===== src/hw/rtl/dsq_pkg.sv =====
// Shared types and constants for the dual shift queue.
package dsq_pkg;

  typedef logic [7:0] char_t;
  typedef logic [3:0] count_t;

  localparam char_t EmptyMarkReset = 8'd45;

  typedef enum logic [2:0] {
    OP_ENQ       = 3'd0,
    OP_ENQ_DROP  = 3'd1,
    OP_DEQ       = 3'd2,
    OP_ENQ_SHORT = 3'd3,
    OP_DEQ_LONG  = 3'd4
  } op_e;

  // Command to one queue lane.
  typedef struct packed {
    logic push;
    logic force_room;
    logic pop;
  } dsq_cmd_t;

  // Status of one queue lane for the current word.
  typedef struct packed {
    logic  done;
    logic  dropped;
    char_t head_q;
    char_t head_d;
    char_t tail_d;
  } dsq_stat_t;

endpackage


===== src/hw/rtl/dsq_if.sv =====
// Valid/ready channel interfaces for the input and result words.
interface dsq_in_if;
  logic                valid;
  logic                ready;
  logic [2:0]          op;
  logic                queue_sel;
  dsq_pkg::char_t      data_in;

  modport source (output valid, output op, output queue_sel, output data_in, input ready);
  modport sink   (input valid, input op, input queue_sel, input data_in, output ready);
endinterface

interface dsq_out_if;
  logic                valid;
  logic                ready;
  dsq_pkg::char_t      data_out;
  logic                done_res;
  logic                dropped;
  logic                used_queue;
  dsq_pkg::count_t     count_a;
  dsq_pkg::count_t     count_b;
  dsq_pkg::char_t      front_char;
  dsq_pkg::char_t      back_char;

  modport source (output valid, output data_out, output done_res, output dropped,
                  output used_queue, output count_a, output count_b,
                  output front_char, output back_char, input ready);
  modport sink   (input valid, input data_out, input done_res, input dropped,
                  input used_queue, input count_a, input count_b,
                  input front_char, input back_char, output ready);
endinterface


===== src/hw/rtl/dsq_lane.sv =====
// One shift-store queue: slot zero is the front, vacated slots refill with the mark.
module dsq_lane #(
  parameter int unsigned DEPTH = 10,
  localparam int unsigned FW   = $clog2(DEPTH + 1)
) (
  input  logic              clk_i,
  input  logic              rst_ni,
  input  dsq_pkg::dsq_cmd_t cmd_i,
  input  dsq_pkg::char_t    char_i,
  input  dsq_pkg::char_t    mark_i,
  output logic [FW-1:0]     fill_q_o,
  output logic [FW-1:0]     fill_d_o,
  output dsq_pkg::dsq_stat_t stat_o
);
  import dsq_pkg::*;

  char_t         slots_q [DEPTH];
  char_t         slots_d [DEPTH];
  char_t         back_q, back_d;
  logic [FW-1:0] fill_q, fill_d;
  logic [FW-1:0] widx;
  logic          full, empty, do_shift, do_write, drop;

  assign full     = (fill_q == FW'(DEPTH));
  assign empty    = (fill_q == '0);
  assign drop     = cmd_i.push && cmd_i.force_room && full;
  assign do_shift = (cmd_i.pop && !empty) || drop;
  assign do_write = cmd_i.push && (!full || cmd_i.force_room);
  // After a drop the write lands one slot lower.
  assign widx     = drop ? fill_q - FW'(1) : fill_q;
  assign fill_d   = fill_q + FW'(do_write) - FW'(do_shift);
  assign back_d   = do_write ? char_i : back_q;

  for (genvar i = 0; i < DEPTH; i++) begin : g_slot
    char_t shifted;
    if (i == DEPTH - 1) begin : g_last
      assign shifted = mark_i;
    end else begin : g_mid
      assign shifted = slots_q[i+1];
    end
    always_comb begin
      if (do_write && (widx == FW'(i))) begin
        slots_d[i] = char_i;
      end else if (do_shift) begin
        slots_d[i] = shifted;
      end else begin
        slots_d[i] = slots_q[i];
      end
    end
    always_ff @(posedge clk_i) begin
      slots_q[i] <= slots_d[i];
    end
  end

  always_ff @(posedge clk_i or negedge rst_ni) begin
    if (!rst_ni) begin
      fill_q <= '0;
    end else begin
      fill_q <= fill_d;
    end
  end

  always_ff @(posedge clk_i) begin
    back_q <= back_d;
  end

  assign fill_q_o       = fill_q;
  assign fill_d_o       = fill_d;
  assign stat_o.done    = do_write || (cmd_i.pop && !empty);
  assign stat_o.dropped = drop;
  assign stat_o.head_q  = slots_q[0];
  assign stat_o.head_d  = slots_d[0];
  assign stat_o.tail_d  = back_d;

endmodule


===== src/hw/rtl/dual_shift_queue.sv =====
// Top level of the dual shift queue.
// Two character queues A and B, each QUEUE_DEPTH slots deep, kept as shift
// stores with the front entry in slot zero and a separate register for the
// last entry. Every input word carries an op (enqueue, enqueue dropping the
// oldest entry when full, dequeue, enqueue into the shorter queue, dequeue
// from the longer queue; ties go to A) and returns exactly one result word.
// The whole update happens in the cycle the word is accepted and the result
// lands in an output register, so the block takes one word per clock; the
// input stalls only while that output register holds a result that the sink
// has not yet taken. The empty mark (reset 45) fills vacated slots, is
// returned for empty results and is written through cfg_we_i/cfg_wdata_i;
// the user must write it only while the block is idle (not enforced).
module dual_shift_queue #(
  parameter int unsigned QUEUE_DEPTH = 10
) (
  input  logic           clk_i,
  input  logic           rst_ni,
  dsq_in_if.sink         in_if,
  dsq_out_if.source      out_if,
  input  logic           cfg_we_i,
  input  dsq_pkg::char_t cfg_wdata_i
);
  import dsq_pkg::*;

  localparam int unsigned FW = $clog2(QUEUE_DEPTH + 1);

  char_t         mark_q;
  logic          in_acc;
  logic          sel;
  logic          is_push, is_pop;
  dsq_cmd_t      cmd, cmd_a, cmd_b;
  logic [FW-1:0] fill_a_q, fill_b_q, fill_a_d, fill_b_d;
  dsq_stat_t     stat_a, stat_b, stat_u;
  logic [FW-1:0] fill_u_d;
  logic [FW+3:0] wide_a, wide_b;

  // Output register.
  logic  out_valid_q;
  char_t data_out_q, front_q, back_q;
  logic  done_q, dropped_q, used_q;
  count_t count_a_q, count_b_q;

  // Take a new word whenever the result register is free or being drained.
  assign in_if.ready = !out_valid_q || out_if.ready;
  assign in_acc      = in_if.valid && in_if.ready;

  always_ff @(posedge clk_i or negedge rst_ni) begin
    if (!rst_ni) begin
      mark_q <= EmptyMarkReset;
    end else if (cfg_we_i) begin
      mark_q <= cfg_wdata_i;
    end
  end

  // Pick the queue: the two self-steering ops compare fill levels, ties to A.
  always_comb begin
    case (in_if.op)
      OP_ENQ_SHORT: sel = (fill_a_q > fill_b_q);
      OP_DEQ_LONG:  sel = (fill_a_q < fill_b_q);
      default:      sel = in_if.queue_sel;
    endcase
  end

  always_comb begin
    is_push = 1'b0;
    is_pop  = 1'b0;
    unique case (in_if.op)
      OP_ENQ, OP_ENQ_DROP, OP_ENQ_SHORT: is_push = 1'b1;
      OP_DEQ, OP_DEQ_LONG:               is_pop  = 1'b1;
      default: ;
    endcase
  end

  assign cmd.push       = in_acc && is_push;
  assign cmd.pop        = in_acc && is_pop;
  assign cmd.force_room = (in_if.op == OP_ENQ_DROP);
  assign cmd_a          = sel ? '0 : cmd;
  assign cmd_b          = sel ? cmd : '0;

  dsq_lane #(.DEPTH(QUEUE_DEPTH)) u_lane_a (
    .clk_i    (clk_i),
    .rst_ni   (rst_ni),
    .cmd_i    (cmd_a),
    .char_i   (in_if.data_in),
    .mark_i   (mark_q),
    .fill_q_o (fill_a_q),
    .fill_d_o (fill_a_d),
    .stat_o   (stat_a)
  );

  dsq_lane #(.DEPTH(QUEUE_DEPTH)) u_lane_b (
    .clk_i    (clk_i),
    .rst_ni   (rst_ni),
    .cmd_i    (cmd_b),
    .char_i   (in_if.data_in),
    .mark_i   (mark_q),
    .fill_q_o (fill_b_q),
    .fill_d_o (fill_b_d),
    .stat_o   (stat_b)
  );

  assign stat_u   = sel ? stat_b : stat_a;
  assign fill_u_d = sel ? fill_b_d : fill_a_d;
  // Report counts on four bits whatever the fill width.
  assign wide_a   = {4'b0, fill_a_d};
  assign wide_b   = {4'b0, fill_b_d};

  always_ff @(posedge clk_i or negedge rst_ni) begin
    if (!rst_ni) begin
      out_valid_q <= 1'b0;
    end else if (in_if.ready) begin
      out_valid_q <= in_if.valid;
    end
  end

  // Capture the result of the accepted word; hold it otherwise.
  always_ff @(posedge clk_i) begin
    if (in_acc) begin
      data_out_q <= (is_pop && stat_u.done) ? stat_u.head_q : mark_q;
      done_q     <= stat_u.done;
      dropped_q  <= stat_u.dropped;
      used_q     <= sel;
      count_a_q  <= wide_a[3:0];
      count_b_q  <= wide_b[3:0];
      front_q    <= (fill_u_d != '0) ? stat_u.head_d : mark_q;
      back_q     <= (fill_u_d != '0) ? stat_u.tail_d : mark_q;
    end
  end

  assign out_if.valid      = out_valid_q;
  assign out_if.data_out   = data_out_q;
  assign out_if.done_res   = done_q;
  assign out_if.dropped    = dropped_q;
  assign out_if.used_queue = used_q;
  assign out_if.count_a    = count_a_q;
  assign out_if.count_b    = count_b_q;
  assign out_if.front_char = front_q;
  assign out_if.back_char  = back_q;

endmodule


===== src/flat_wrapper.sv =====
// flat-port wrapper written by rule: the top's interface ports become plain ports
module dual_shift_queue_flat import dsq_pkg::*;
#(
  parameter int unsigned QUEUE_DEPTH = 10
)
  (clk_i, rst_ni, cfg_we_i, cfg_wdata_i, in_if_valid, in_if_op, in_if_queue_sel, in_if_data_in, in_if_ready, out_if_valid, out_if_data_out, out_if_done_res, out_if_dropped, out_if_used_queue, out_if_count_a, out_if_count_b, out_if_front_char, out_if_back_char, out_if_ready);
  dsq_in_if in_if_i ();
  dsq_out_if out_if_i ();
  input  logic clk_i;
  input  logic rst_ni;
  input  logic cfg_we_i;
  input  dsq_pkg::char_t cfg_wdata_i;
  input wire logic [$bits(in_if_i.valid)-1:0] in_if_valid;
  input wire logic [$bits(in_if_i.op)-1:0] in_if_op;
  input wire logic [$bits(in_if_i.queue_sel)-1:0] in_if_queue_sel;
  input wire logic [$bits(in_if_i.data_in)-1:0] in_if_data_in;
  output wire logic [$bits(in_if_i.ready)-1:0] in_if_ready;
  output wire logic [$bits(out_if_i.valid)-1:0] out_if_valid;
  output wire logic [$bits(out_if_i.data_out)-1:0] out_if_data_out;
  output wire logic [$bits(out_if_i.done_res)-1:0] out_if_done_res;
  output wire logic [$bits(out_if_i.dropped)-1:0] out_if_dropped;
  output wire logic [$bits(out_if_i.used_queue)-1:0] out_if_used_queue;
  output wire logic [$bits(out_if_i.count_a)-1:0] out_if_count_a;
  output wire logic [$bits(out_if_i.count_b)-1:0] out_if_count_b;
  output wire logic [$bits(out_if_i.front_char)-1:0] out_if_front_char;
  output wire logic [$bits(out_if_i.back_char)-1:0] out_if_back_char;
  input wire logic [$bits(out_if_i.ready)-1:0] out_if_ready;
  assign in_if_i.valid = in_if_valid;
  assign in_if_i.op = in_if_op;
  assign in_if_i.queue_sel = in_if_queue_sel;
  assign in_if_i.data_in = in_if_data_in;
  assign in_if_ready = in_if_i.ready;
  assign out_if_valid = out_if_i.valid;
  assign out_if_data_out = out_if_i.data_out;
  assign out_if_done_res = out_if_i.done_res;
  assign out_if_dropped = out_if_i.dropped;
  assign out_if_used_queue = out_if_i.used_queue;
  assign out_if_count_a = out_if_i.count_a;
  assign out_if_count_b = out_if_i.count_b;
  assign out_if_front_char = out_if_i.front_char;
  assign out_if_back_char = out_if_i.back_char;
  assign out_if_i.ready = out_if_ready;
  dual_shift_queue #(.QUEUE_DEPTH(QUEUE_DEPTH)) u_core (.clk_i(clk_i), .rst_ni(rst_ni), .in_if(in_if_i), .out_if(out_if_i), .cfg_we_i(cfg_we_i), .cfg_wdata_i(cfg_wdata_i));
endmodule

===== config.mk =====
export PLATFORM = sky130hd
export DESIGN_NAME = dual_shift_queue_flat
export DESIGN_NICKNAME = d
export VERILOG_FILES = /design/src/hw/rtl/dsq_pkg.sv /design/src/hw/rtl/dsq_if.sv /design/src/hw/rtl/dsq_lane.sv /design/src/hw/rtl/dual_shift_queue.sv /design/src/flat_wrapper.sv
export SDC_FILE = /design/constraint.sdc
export NUM_CORES = 1
export LEC_CHECK = 0
export ABC_AREA = 0
export BUFFER_PORTS_ARGS = -buffer_cell sky130_fd_sc_hd__clkbuf_2
export CORE_ASPECT_RATIO = 1.2
export CORE_MARGIN = 2
export CORE_UTILIZATION = 35
export DETAILED_ROUTE_END_ITERATION = 10
export HOLD_SLACK_MARGIN = 0.15
export PLACE_DENSITY = 0.53
export SYNTH_ARGS = -nofsm -noshare
export SYNTH_HDL_FRONTEND = slang
export SYNTH_SLANG_ARGS = --single-unit

===== constraint.sdc =====
create_clock -name clk_i -period 6.4 [get_ports clk_i]
set_input_delay 0.64 -clock clk_i [delete_from_list [all_inputs] [get_ports clk_i]]
set_output_delay 0.64 -clock clk_i [all_outputs]
set_load 0.02 [all_outputs]

==> After elaboration in Yosys (flattened, before gate mapping) <==
Memories as Yosys holds them, arrays and structs flattened.
Cells that the tools add are included.
W data, S select, Z words.
{ "totals": {"reg_bits": 68, "mem_bits_rw": 160, "input_bits": 25, "output_inout_bits": 37, "wordCells": 154, "mem_count": 2} }
{ "memory_table": {"columns": ["memory", "words", "width", "rd", "rd_clocked_by_memory_dff", "write_ports", "line", "source"], "rows": [
  ["u_core.u_lane_a.slots_q", 10, 8, 10, 0, 10, "dsq_lane.sv:17", "char_t slots_q [DEPTH];"],
  ["u_core.u_lane_b.slots_q", 10, 8, 10, 0, 10, "dsq_lane.sv:17", null]
]} }
{ "op_classes": {"add_sub_neg": 6, "n_lt_le_gt_ge": 2, "eq_ne": 24, "mux": 54, "reduce_logical": 52} }
{ "ops": {"columns": ["op", "count"], "rows": [
  ["$mux W8", 45],
  ["$eq A4 B3 Y1 const B", 8],
  ["$logic_and A1 B1 Y1", 32],
  ["$mux W26", 1],
  ["$eq A4 B4 Y1 const B", 6],
  ["$eq A4 B2 Y1 const B", 4],
  ["$logic_not A4 Y1", 4],
  ["$mux W4", 3],
  ["$add A4 B1 Y4", 2],
  ["$eq A4 B1 Y1 const B", 2],
  ["$sub A4 B1 Y4", 2],
  ["$sub A4 B1 Y4 const B", 2],
  ["$logic_or A1 B1 Y1", 7],
  ["$eq A3 B2 Y1 const B", 2],
  ["$mux W3", 2],
  ["$logic_not A1 Y1", 5],
  ["$gt A4 B4 Y1", 1],
  ["$lt A4 B4 Y1", 1],
  ["$reduce_bool A4 Y1", 1],
  ["$eq A3 B1 Y1 const B", 1],
  ["$eq A3 B3 Y1 const B", 1],
  ["$logic_not A3 Y1", 1],
  ["$reduce_or A3 Y1", 1],
  ["$mux W1", 2],
  ["other kinds (2)", 2]
]} }

==> Logic depth before layout (Yosys ltp) <==
{ "depth": {"word_depth": 14, "ltp_mapped": 20, "ltp_nobuf": 18} }

==> By module <==
Synthesis repeated with hierarchy kept, for this count alone.
{ "unflattened": {"cells_unflattened": 758, "hier_area_um2": 10919.2} }
{ "modules_own_cells": {"columns": ["mod", "n_inst", "cells_per_inst", "area_per_inst_um2", "seq_area_each_um2"], "rows": [
  ["dsq_lane at u_core.u_lane_b", 1, 293, 4367.9, 2582.5],
  ["dsq_lane at u_core.u_lane_a", 1, 292, 4365.4, 2582.5],
  ["dual_shift_queue", 1, 173, 2185.8, 1281.2]
]} }

==> Worst setup path after synthesis <==
Ideal clock, no wire load.
{ "synth_timing": {"path_kind": "register to register", "from": "reg u_core.u_lane_b.fill_q[1], in the netlist u_core.u_lane_b.fill_q_o[1]", "to": "reg u_core.back_q[0], in the netlist u_core.out_if.back_char[0], data pin", "setup_time_ns": 0.131, "t_arrival_ns": 4.573, "required_time_ns": 6.269, "path_slack_ns": 1.696, "stages_incl_launch_ff": 21, "n_path_buf": 3, "period_less_slack_ns": 4.704, "path_cell_list": "dfrtp_1 -> inv_1 -> ha_1 -> nor2b_1 -> o211a_1 -> o21a_1 -> clkbuf_1 -> o21ai_2 -> buf_2 -> inv_1 -> ha_1 -> inv_1 -> ha_1 -> inv_1 -> fa_1 -> inv_1 -> or3_1 -> a2bb2oi_1 -> clkbuf_1 -> nor2_1 -> a22o_1"} }
{ "synth_between": {"elab_chain_len": 10, "word_cells_on_any_way": 31, "cone_classes": "4 x add/sub; 2 x order compare; 1 x eq/ne; 8 x mux; 16 x reduce/logical"} }
{ "synth_rtl": {"columns": ["item", "line", "source"], "rows": [
  ["start: declaration", "dsq_lane.sv:20", "logic [FW-1:0] fill_q, fill_d;"],
  ["start signal: assignment", "dsq_lane.sv:59", "fill_q <= fill_d;"],
  ["$lt A4 B4 Y1 or $gt A4 B4 Y1 (tied branches)", "dual_shift_queue.sv:59, dual_shift_queue.sv:58", null],
  ["$pmux W1 S2", "dual_shift_queue.sv:57", "case (in_if.op)"],
  ["$mux W3", "dual_shift_queue.sv:78", "assign cmd_b = sel ? cmd : '0;"],
  ["$logic_or A1 B1 Y1 or $logic_and A1 B1 Y1 (tied branches)", "dsq_lane.sv:28, dsq_lane.sv:26", null],
  ["$logic_and A1 B1 Y1 (on tied branches)", "dsq_lane.sv:28, dsq_lane.sv:26", null],
  ["$add A4 B1 Y4 or $logic_or A1 B1 Y1 (tied branches)", "dsq_lane.sv:31, dsq_lane.sv:27", null],
  ["$sub A4 B1 Y4 (*)", "dsq_lane.sv:31", "assign fill_d = fill_q + FW'(do_write) - FW'(do_shift);"],
  ["named net u_core.fill_b_d[1]", "dual_shift_queue.sv:32", "logic [FW-1:0] fill_a_q, fill_b_q, fill_a_d, fill_b_d;"],
  ["$mux W4 (*)", "dual_shift_queue.sv:103", "assign fill_u_d = sel ? fill_b_d : fill_a_d;"],
  ["$reduce_bool A4 Y1 (*)", "dual_shift_queue.sv:126", "back_q <= (fill_u_d != '0) ? stat_u.tail_d : mark_q;"],
  ["$mux W8 (*)", "dual_shift_queue.sv:126", null],
  ["end signal: assignment", "dual_shift_queue.sv:126", null],
  ["end: declaration", "dual_shift_queue.sv:39", "char_t data_out_q, front_q, back_q;"]
]} }
The timed path passes the listed nets; every way through them passes the cells marked *.
A chain may end at the register's enable or synchronous reset.

==> Final worst setup path <==
{ "layout_timing": {"from": "reg u_core.u_lane_b.fill_q[1], in the netlist u_core.u_lane_b.fill_q_o[1]", "to": "reg u_core.back_q[2], in the netlist u_core.out_if.back_char[2], data pin"} }
{ "layout_between": {"elab_chain_len": 10, "word_cells_on_any_way": 31, "cone_classes": "4 x add/sub; 2 x order compare; 1 x eq/ne; 8 x mux; 16 x reduce/logical"} }
{ "layout_rtl": {"columns": ["item", "line", "source"], "rows": [
  ["$lt A4 B4 Y1 or $gt A4 B4 Y1 (tied branches)", "dual_shift_queue.sv:59, dual_shift_queue.sv:58", null],
  ["$pmux W1 S2 (*)", "dual_shift_queue.sv:57", null],
  ["$mux W3 (*)", "dual_shift_queue.sv:77", "assign cmd_a = sel ? '0 : cmd;"],
  ["$logic_or A1 B1 Y1 or $logic_and A1 B1 Y1 (tied branches)", "dsq_lane.sv:28, dsq_lane.sv:26", null],
  ["$logic_and A1 B1 Y1 (on tied branches)", "dsq_lane.sv:28, dsq_lane.sv:26", null],
  ["$add A4 B1 Y4 or $logic_or A1 B1 Y1 (tied branches)", "dsq_lane.sv:31, dsq_lane.sv:27", null],
  ["$sub A4 B1 Y4 (*)", "dsq_lane.sv:31", null],
  ["named net u_core.fill_a_d[1]", "dual_shift_queue.sv:32", null],
  ["$mux W4 (*)", "dual_shift_queue.sv:103", null],
  ["$reduce_bool A4 Y1 (*)", "dual_shift_queue.sv:126", null],
  ["$mux W8 (*)", "dual_shift_queue.sv:126", null]
]} }
Marked as above.

==> impl_results.md <==
* Mapped Cells at 778
* RSZ-0062 raised after global routing: no
* Reg-to-reg startpoint: u_core.u_lane_b.fill_q_o[1]
* Placed cell count at 1210
* Pwr/cell area at 392.3 mW/mm^2
* Diode count at 0
* Wire per inst at 21.68 um
* Setup Skew at 0.01051 ns
* Die height at 198.2 um
* Vias per cell at 5.179
* Startpoint Class: flip-flop
* Largest net degree at the start of global routing at 36
* Area growth syn-to-layout at 13.84%
* Simple logic cell fraction of the synthesized area at 6.596%
* Kind of critical path: reg -> reg
* Top Ports at 62
* CTS clock-pin slew for the worst setup and hold paths at 0.06 ns
* Worst Tran Pin Value at 0.9447 ns
* Yosys reg bits at 228
* Die W at 165.8 um
* Via count at 6520
* # rows at 71
* WP data arrival at 5.92 ns
* Sequential area share after synthesis at 58.59%
* DRC at 0
* First-pass DRT Iterations at 5
* Count of cell types in the netlist at 74
* Maximum clock frequency at 0.1807 GHz
* Routability cong. at 0.8330
* Mapped Area at 0.01100 mm^2
* TNS Setup at 0 ns
* Final Hold Vio Count at 0
* Hpwl dp at 18980 um
* Layout Cells excl Fill at 1259
* Total track usage at 16.67%
* Synth top area cells: edfxtp_1, mux2_2, dfxtp_1, dfrtp_1, ha_1
* Hold WS at 0.3485 ns
* Max-cap violation count at 0
* Clk buf depth at 3
* Final setup fails at 0
* DR iter-0 viols at 377
* Status: finished clean
* Clk Latency, worst-skew pair at 0.52 ns
* Share of layout cells above drive strength 1 at 36.95%
* Worst vdd ir at 0.3045 mV
* Post-synth EDFFs at 179
* Fin. max-slew vios at 0
* Post-synth ARST share at 7.456%
* Period utilisation layout at 86.45%
* Total power draw at 0.004913 W
* Ys Warns at 0
* Mean Syn Cell Area at 14.14 um^2
* CTS tree: built
* Post-synthesis compound-gate area fraction at 6.426%
* CP startpoint: u_core.u_lane_b.fill_q_o[1]
* Hold Path Class: in -> reg
* Worst Hold Launch: cfg_wdata_i[7]
* Count leader, synth: edfxtp_1
* Top post-synthesis cells by count: edfxtp_1, mux2_2, nand2_1
* Relative slew slack at 37.02%
* Synth Area in Adders at 3.321%
* Drt total wl at 27290 um
* Worst R2R Setup Slack at 0.87 ns
* First-pass GRT wire length at 42050 um
* Leak at 4.766 nW
* Top cell type's share of synthesized area at 48.86%
* DIE AREA at 0.03287 mm^2
* Post-Synth XOR/XNOR Area at 0.8757%
* Cell taking the most area after synthesis: edfxtp_1
* # fillers at 2950
* GRT Residual Overflow at 0
* Data required, critical path at 6.79 ns
* Cts bufs inserted at 26
* Number of buffer cells added on primary ports at 61
* Initial antenna violation count at 1
* Fin crit period at 5.533 ns
* Initial Util at 35.28%
* CTS sink cnt at 228
* Worst-path fanout max at 16
* Largest family of logic cells by synthesized area: multiplexers
* Root buffer cell: clkbuf_16
* Core Box Area at 0.03118 mm^2
* Vias in the first global route at 6785
* Setup crit end kind: flip-flop
* # nets final at 891
* Antenna-violating nets left at 0
* H-tree Lvls at 1
* Total nets after synthesis at 831
* Post-synthesis mux area share at 21.30%
* Top FF cell, synth: edfxtp_1
==> state kept, by name (all words and copies together), names as in the netlist <==
name	count
u_core.mark_q	8
u_core.out_if.data_out	8
u_core.u_lane_a.slots_q	80
u_core.out_if.back_char	8
u_core.u_lane_b.fill_q_o	4
u_core.out_if.dropped	1
u_core.out_if.valid	1
u_core.out_if.count_a	4
u_core.u_lane_a.fill_q_o	4
u_core.u_lane_b.slots_q	80
u_core.u_lane_b.back_q	8
u_core.out_if.used_queue	1
u_core.u_lane_a.back_q	8
u_core.out_if.count_b	4
u_core.out_if.front_char	8
u_core.out_if.done_res	1
==> cells by family (layout without fill, tap and decap cells) <==
family | count (synthesis) | after routing
AND/OR/NAND/NOR | 141 | 141
XOR/XNOR | 11 | 11
AO/OA/AOI/OAI | 89 | 89
flip-flops | 228 | 228
buffers and inverters | 74 | 154
adder cells (fa/ha/maj) | 28 | 28
multiplexers | 207 | 207
==> final timing paths <==
path                                              end  cells past startpoint
max                        u_core.out_if.back_char[2]                     17
min                                  u_core.mark_q[7]                      2
max reg2reg                u_core.out_if.back_char[2]                     17
min reg2reg                 u_core.u_lane_b.back_q[0]                      1
max in group asynchronous            u_core.mark_q[1]                      2
min in group asynchronous         u_core.out_if.valid                      2
==> critical path: stages, from the launching register on <==
cell and delay, ns:
dfrtp_1 0.54, inv_1 0.21, ha_1 0.35, nor2b_1 0.14, o211a_1 0.23, o21a_1 0.34
or3_1 0.66, clkinv_2 0.23, ha_1 0.25, inv_1 0.06, ha_1 0.16, inv_1 0.06
fa_1 0.50, inv_1 0.05, or3_1 0.39, o21a_1 0.42, nor2_1 0.56, a22o_1 0.24
==> power breakdown <==
group | total, W | internal, W | switching, W
clock | 0.00145 | 0.000866 | 0.000583
combinational | 0.00140 | 0.000554 | 0.000842
sequential | 0.00207 | 0.00192 | 0.000153
==> layer usage <==
layer / vias up / wire, um / global-route usage (%)
li1: 3050 / - / -
met1: 3278 / 11900 / 21.32
met2: 149 / 13710 / 29.63
met3: 43 / 1082 / 2.419
met4: 0 / 602 / 4.444
met5: - / 0 / 0
==> metrics by stage <==
stage | cell area, um^2 | util [%] | setup WS, ns
after floorplan | 11000 | - | 1.696
after global placement | 11680 | 37.46 | 1.012
after detailed placement | 11680 | 37.46 | 0.8508
after CTS | 12520 | 40.17 | 0.8299
after global routing | 12520 | 40.17 | 0.3382
final | 12520 | 40.17 | 0.8675
==> placed cells by master, fill, tap and decap left out, drive strengths merged, types with 3 or more instances in the layout <==
master,count
clkinv,7
nor2b,6
a211oi,9
o21ai,10
a22o,8
a21o,9
mux2i,14
xnor2,8
nand2b,9
edfxtp,179
o21a,4
and2,6
nor2,16
o22ai,8
dfrtp,13
clkinvlp,3
a21oi,11
nand4,4
xor2,3
inv,37
dfxtp,32
nand3,14
buf,6
nand2,63
ha,26
or2,6
clkbuf,98
dfstp,4
mux2,193
and3,5
o31ai,5
or3,3
==> area by class of cell <==
type                            instances  area [um^2]  share of cell area, %
Tap cell                              401        501.7                  4.006
Clock buffer                           37        723.2                  5.774
Inverter                               38        143.9                  1.149
Multi-Input combinational cell        476         4239                  33.85
Clock inverter                         11        110.1                 0.8791
Timing Repair Buffer                   68        360.3                  2.877
Sequential cell                       228         6446                  51.47
==> timing repair <==
action	in CTS	in global routing
endpoints found under the setup margin	0	0
resized for setup	0	0
endpoints found under the hold margin	13	0
hold buffers	1	0
setup buffers	0	0
Power figures use the tool's default switching activity.
